--- config.mk ---
export PLATFORM = sky130hd
export DESIGN_NAME = tcch_sincos
export DESIGN_NICKNAME = d
export VERILOG_FILES = /design/src/hdl/tcch_pkg.sv /design/src/hdl/tcch_sincos.sv
export SDC_FILE = /design/constraint.sdc
export NUM_CORES = 2
export LEC_CHECK = 0
export BUFFER_PORTS_ARGS = -buffer_cell sky130_fd_sc_hd__buf_4
export CAP_MARGIN = 20
export CELL_PAD_IN_SITES_DETAIL_PLACEMENT = 1
export CELL_PAD_IN_SITES_GLOBAL_PLACEMENT = 2
export CORE_ASPECT_RATIO = 1.2
export CORE_MARGIN = 4
export CORE_UTILIZATION = 39
export DETAILED_ROUTE_END_ITERATION = 10
export GPL_ROUTABILITY_DRIVEN = 0
export PLACE_DENSITY = 0.84
export SLEW_MARGIN = 10
export SYNTH_ARGS = -nofsm -noshare
export SYNTH_HDL_FRONTEND = slang
export SYNTH_SLANG_ARGS = --single-unit
--- constraint.sdc ---
create_clock -name i_clk -period 4.65 [get_ports i_clk]
set_clock_uncertainty 0.2 [all_clocks]
set_input_delay 0.2325 -clock i_clk [delete_from_list [all_inputs] [get_ports i_clk]]
set_output_delay 0.2325 -clock i_clk [all_outputs]
set_load 0.02 [all_outputs]
--- src/hdl/tcch_pkg.sv ---
package tcch_pkg;

    localparam int ZW = 24;
    localparam int CSW = 19;
    localparam int VW = 56;

    localparam logic signed [ZW-1:0] PI_F20      = 24'sd3294199;
    localparam logic signed [ZW-1:0] HALF_PI_F20 = 24'sd1647099;
    localparam logic signed [CSW-1:0] GAIN_F16   = 19'sd39797;
    localparam logic signed [19:0] PI_Q13        = 20'sd25736;
    localparam logic signed [19:0] TWO_PI_Q13    = 20'sd51472;
    localparam logic [15:0] DEG_MUL              = 16'd58671;
    localparam logic [16:0] DEG_MAX              = 17'd46079;

    typedef struct packed {
        logic signed [15:0] x;
        logic signed [15:0] y;
        logic signed [15:0] z;
    } t_mag;

    function automatic logic signed [ZW-1:0] atan_f20(input int i);
        logic signed [ZW-1:0] v;
        case (i)
            0:  v = 24'sd823550;
            1:  v = 24'sd486170;
            2:  v = 24'sd256879;
            3:  v = 24'sd130396;
            4:  v = 24'sd65451;
            5:  v = 24'sd32757;
            6:  v = 24'sd16383;
            7:  v = 24'sd8192;
            8:  v = 24'sd4096;
            9:  v = 24'sd2048;
            10: v = 24'sd1024;
            11: v = 24'sd512;
            12: v = 24'sd256;
            13: v = 24'sd128;
            14: v = 24'sd64;
            15: v = 24'sd32;
            16: v = 24'sd16;
            17: v = 24'sd8;
            18: v = 24'sd4;
            19: v = 24'sd2;
            20: v = 24'sd1;
            default: v = '0;
        endcase
        return v;
    endfunction

endpackage

--- src/hdl/tcch_sincos.sv ---
module tcch_sincos #(
    parameter int CORDIC_STEPS = 16
) (
    input  logic                                i_clk,
    input  logic                                i_en,
    input  logic signed [tcch_pkg::ZW-1:0]      i_z,
    output logic signed [tcch_pkg::CSW-1:0]     o_cos,
    output logic signed [tcch_pkg::CSW-1:0]     o_sin
);

    logic signed [tcch_pkg::CSW-1:0] r_x [CORDIC_STEPS+1];
    logic signed [tcch_pkg::CSW-1:0] r_y [CORDIC_STEPS+1];
    logic signed [tcch_pkg::ZW-1:0]  r_z [CORDIC_STEPS+1];

    always_comb begin
        r_x[0] = tcch_pkg::GAIN_F16;
        r_y[0] = '0;
        r_z[0] = i_z;
    end

    for (genvar i = 0; i < CORDIC_STEPS; i++) begin : g_step
        localparam logic signed [tcch_pkg::ZW-1:0] A = tcch_pkg::atan_f20(i);
        always_ff @(posedge i_clk) begin
            if (i_en) begin
                if (r_z[i] >= 0) begin
                    r_x[i+1] <= r_x[i] - (r_y[i] >>> i);
                    r_y[i+1] <= r_y[i] + (r_x[i] >>> i);
                    r_z[i+1] <= r_z[i] - A;
                end else begin
                    r_x[i+1] <= r_x[i] + (r_y[i] >>> i);
                    r_y[i+1] <= r_y[i] - (r_x[i] >>> i);
                    r_z[i+1] <= r_z[i] + A;
                end
            end
        end
    end

    assign o_cos = r_x[CORDIC_STEPS];
    assign o_sin = r_y[CORDIC_STEPS];

endmodule

# --- Word-level counts from Yosys, hierarchy flattened ---
# Index checks and enable logic that the tools add are counted.
totals:
  regBits: 949
  in_bits: 26
  word_cells: 198
classes:
  add_sub_neg: 90
  magnitude_cmp: 16
  n_mux: 46
ops:
  columns: ["operator", "n"]
  rows:
  - ["$mux 19", 31]
  - ["$ge 24x1->1 const B", 16]
  - ["$mux 24", 15]
  - ["$add 24x15->24 const B", 2]
  - ["$sub 24x15->24 const B", 2]
  - ["$add 19x10->19", 2]
  - ["$add 19x11->19", 2]
  - ["$add 19x12->19", 2]
  - ["$add 19x13->19", 2]
  - ["$add 19x14->19", 2]
  - ["$add 19x15->19", 2]
  - ["$add 19x16->19", 2]
  - ["$add 19x17->19", 2]
  - ["$add 19x4->19", 2]
  - ["$add 19x5->19", 2]
  - ["$add 19x6->19", 2]
  - ["$add 19x7->19", 2]
  - ["$add 19x8->19", 2]
  - ["$add 19x9->19", 2]
  - ["$sub 19x10->19", 2]
  - ["$sub 19x11->19", 2]
  - ["$sub 19x12->19", 2]
  - ["$sub 19x13->19", 2]
  - ["$sub 19x14->19", 2]
  - ["39 further kinds", 48]

# --- Depth between registers and ports, before layout ---
depth:
  ltp_word: 2
  depth_mapped: 21
  depth_no_buf: 19

# --- Worst setup path before layout ---
# OpenSTA, ideal clock, no wires.
synth_timing:
  kind: "reg-to-reg"
  startpoint: "register r_z[239] (netlist name)"
  endpoint: "register r_x[169] (netlist name) (data pin)"
  t_arrival_ps: 4171
  required_ps: 4179
  path_slack_ps: 8
  path_stages_with_launch: 21
  path_buffers: 2
  period_less_slack_ps: 4642
  path_cell_list: "edfxtp_1 -> inv_1 -> ha_1 -> nor4b_1 -> nand4_1 -> nor2_1 -> nor2_1 -> inv_1 -> clkbuf_1 -> buf_1 -> mux2i_1 -> ha_1 -> nor2b_1 -> o21ai_0 -> a21boi_0 -> o21ai_0 -> a21oi_1 -> nor4_1 -> nor3_1 -> a2111oi_0 -> xnor2_1"
synth_between:
  elab_chain_cells: 2
synth_lines:
  columns: ["element", "line", "source"]
  rows:
  - ["start, declared", "tcch_sincos.sv:13", "logic signed [tcch_pkg::ZW-1:0] r_z [CORDIC_STEPS+1];"]
  - ["start signal, assigned by index", "tcch_sincos.sv:28", "r_z[i+1] <= r_z[i] - A;"]
  - ["start signal, assigned by index", "tcch_sincos.sv:32", "r_z[i+1] <= r_z[i] + A;"]
  - ["$ge 24x1->1", "tcch_sincos.sv:25", "if (r_z[i] >= 0) begin"]
  - ["$mux 19", "tcch_sincos.sv:25", null]
  - ["end signal, assigned by index", "tcch_sincos.sv:26", "r_x[i+1] <= r_x[i] - (r_y[i] >>> i);"]
  - ["end signal, assigned by index", "tcch_sincos.sv:30", "r_x[i+1] <= r_x[i] + (r_y[i] >>> i);"]
  - ["end, declared", "tcch_sincos.sv:11", "logic signed [tcch_pkg::CSW-1:0] r_x [CORDIC_STEPS+1];"]
# No other way between the ends.
# A chain may end at the register's enable or synchronous reset.

# --- Final worst setup path ---
layout_timing:
  startpoint: "register r_z[191] (netlist name)"
  endpoint: "register r_y[132] (netlist name) (data pin)"
layout_between:
  elab_chain_cells: 2
layout_lines:
  columns: ["element", "line", "source"]
  rows:
  - ["$ge 24x1->1", "tcch_sincos.sv:25", null]
  - ["$mux 19", "tcch_sincos.sv:25", null]
  - ["end signal, assigned by index", "tcch_sincos.sv:27", "r_y[i+1] <= r_y[i] + (r_x[i] >>> i);"]
  - ["end signal, assigned by index", "tcch_sincos.sv:31", "r_y[i+1] <= r_y[i] - (r_x[i] >>> i);"]
  - ["end, declared", "tcch_sincos.sv:12", "logic signed [tcch_pkg::CSW-1:0] r_y [CORDIC_STEPS+1];"]
# No other way between the ends.

==> results.ini <==
[outcome]
status = finished, final reports clean

[timing]
max-slew-margin-rel_pct = 33.51
hold_viol_final = 0
finalSetupViolations = 0
fmax_mhz = 220.9
finalCritPeriodShare_pct = 97.34
slew_viol_final = 0
min_period_ps = 4526
tightest_slew_ps = 997.3
fin_setup_tns_ps = 0

[routing]
drt_pass1_iterations = 5
drtAntennaViolNets = 0
routed_via_density = 5.438
drtIter0Drc = 1845
vias = 50450
drc = 0
routed_wirelength_um = 175700
wl_per_cell_um = 18.94

[worst_hold_path]
hp-start = i_z[1]
min_path_type = in2reg

[worst_setup_path]
path_class = reg2reg
crit_path_start_kind = flop
startpoint = r_z[191]
crit_path_frequent_cell = nor2_1
critPathTopFamily = compound AO/OA/AOI/OAI gates
path_buf_inv = 2
worstPathRequired_ps = 4910
r2r_start = r_z[191]
slowest_delay_ps = 480
cp-end-kind = flop
cpMaxStageDelayCell = a2111o_1
arrival_ps = 4790
path_cells = inv_1 -> ha_1 -> nor4b_2 -> nand4_1 -> nor2_1 -> nor2_1 -> buf_4 -> nand2_1 -> o21ai_0 -> fa_1 -> a21o_1 -> a21oi_2 -> o21bai_1 -> a2111o_1 -> a31oi_4 -> o21ai_1 -> a31o_2 -> a21oi_1 -> xnor2_1
crit_fanout = 16

[global_routing]
grt_pass1_wl_um = 283200
antenna_found_initial = 1
grt_pass1_vias = 54380
track_usage_pct = 19.02
grt_max_degree = 165
gr-total-overflow = 0

[floorplanning]
dieWidth_um = 389.4
pin_count = 64
fp.coreArea_um2 = 173000
fp.dieArea_um2 = 181300
rows = 167
die_y_um = 465.6
initial_utilization_pct = 39.34

[logic_synthesis]
synth_top_family_by_area = adder cells
synthTopCellsByArea = edfxtp_1 (40%), ha_1 (15%), xnor2_1 (8.3%)
synth_nets = 7573
synth-xor-area-share_pct = 11.52
synthMuxAreaShare_pct = 0.4044
synth-simple-area-share_pct = 12.42
ys.flop_type = edfxtp_1
synth_warnings = 0
synth_area_um2 = 68060
synth-edff-count = 901
yosysSeqAreaShare_pct = 39.75
yosys.area.top_type = edfxtp_1
synth_compound_area_share_pct = 16.33
ys_ff_latch = 901
postSynthCellCount = 6660
yosysUniqueCellTypes = 84
post_synth_fa_ha_maj_area_fraction_pct = 16.80
yosysTopAreaCellShare_pct = 39.75
synthArstFlopShare_pct = 0
syn_avg_cell_area_um2 = 10.22

[cts]
tritoncts = done
cts-htree-levels = 3
clock_path_buffers = 3
clock_latency_ps = 760
cts-root-buf = clkbuf_16
clk_pin_slew_ps = 60
cts_made_buffers = 104
clock_sinks = 901

[place]
port-buffer-count = 63
dp_hpwl_um = 138800

[layout]
area_growth_pct = 12.38
drive_gt1_share_pct = 7.376
layout_commonest_cell = edfxtp_1
mostFrequentLayoutCells = edfxtp_1 (901), ha_1 (842), xnor2_1 (643), a21oi_1 (573), nor2_1 (436)
nets = 7821
fillers = 19290

[run]
maxCapViolCount = 0

synthesized netlist by cell type, types with 9 or more instances:
library cell	count
a21oi_1	584
o21ai_1	11
nor2b_1	98
or4_1	17
o21a_1	108
xnor2_1	643
and2_1	24
and3_1	34
a21o_1	229
o31a_1	9
ha_1	842
nor4b_1	16
nor3_1	220
a211oi_1	35
a2111oi_0	9
nand2b_1	106
or3_1	62
nand3_1	110
a31o_2	12
a21boi_0	36
o21bai_1	103
nor2_1	452
or2_2	23
o211ai_1	20
fa_1	45
a211o_1	18
inv_1	367
clkbuf_1	44
a31oi_1	29
a41oi_1	14
o41ai_1	16
nor4_1	91
mux2i_1	23
edfxtp_1	901
and4_1	10
xor2_1	247
o21ai_0	352
buf_4	38
a311oi_1	9
nand2_1	396
o31ai_1	76
nand4_1	52
sequential cells by signal (all words and copies together), names as in the netlist:
| name | flops |
|---|---|
| r_y | 266 |
| r_z | 337 |
| o_cos | 19 |
| o_sin | 19 |
| r_x | 260 |
path summary, 6_finish.rpt:
check,endpoint,slack (ps),cells past startpoint
worst min-delay path,r_z[361],180,3
worst max register to register,r_y[132],120,19
worst max-delay path,r_y[132],120,19
worst min register to register,r_z[202],240,0
worst reg2reg max path: stages, from the launching register on:
cell	delay (ps)
edfxtp_1	380
inv_1	110
ha_1	170
nor4b_2	250
nand4_1	150
nor2_1	190
nor2_1	100
buf_4	220
nand2_1	100
o21ai_0	150
fa_1	460
a21o_1	180
a21oi_2	170
o21bai_1	110
a2111o_1	480
a31oi_4	210
o21ai_1	110
a31o_2	250
a21oi_1	170
xnor2_1	100
cell type report:
| class | instances | area, µm² | area share, % |
|---|---|---|---|
| Multi-Input combinational cell | 5295 | 39580 | 51.74 |
| Sequential cell | 901 | 27060 | 35.37 |
| Tap cell | 2281 | 2854 | 3.731 |
| Clock buffer | 121 | 2709 | 3.541 |
| Timing Repair Buffer | 231 | 1971 | 2.576 |
| Inverter | 374 | 1418 | 1.853 |
| Clock inverter | 73 | 897.1 | 1.173 |
| Timing Repair inverter | 1 | 5.005 | 0.006543 |
| Antenna cell | 1 | 2.502 | 0.003272 |
through the flow:
step	area (µm²)	hold slack [ps]	setup WS [ps]	std cells	util, %
after CTS	75970	117.9	1.187	9267	43.91
after floorplan	68060	131.4	8.285	6660	-
final	76490	177.6	123.7	9278	44.21
after global routing	76490	169.5	-153.3	9278	44.21
after global placement	71980	230.5	105.6	9036	41.60
after detailed placement	71980	237.7	-6.328	9036	41.60
routing by layer:
metal | vias to the layer above | wire length, µm | GRT usage [%]
met3 | 292 | 3356 | 1.757
met4 | 0 | 6170 | 6.736
met5 | - | 0 | 0
met1 | 24630 | 67170 | 19.74
met2 | 480 | 99020 | 39.05
li1 | 25050 | - | -
repair_timing:
action	in CTS	in global routing
hold buffers	37	0
endpoints found under the setup margin	5	135
pin swaps	0	12
gates resized for setup	5	148
buffers inserted	0	9
endpoints found under the hold margin	61	0
cloned	0	1
cells by family (layout without fill, tap and decap cells):
family | after synthesis | count (layout)
other cells | 1 | 2
xor+xnor | 892 | 892
simple gates | 1735 | 1735
buf+inv | 464 | 800
flops | 901 | 901
compound gates | 1753 | 1753
fa+ha+maj | 887 | 887
mux | 27 | 27
Power is left out: the tool's default activity adds up to more than one toggle a clock period on the data nets, which glitch-free logic cannot reach.
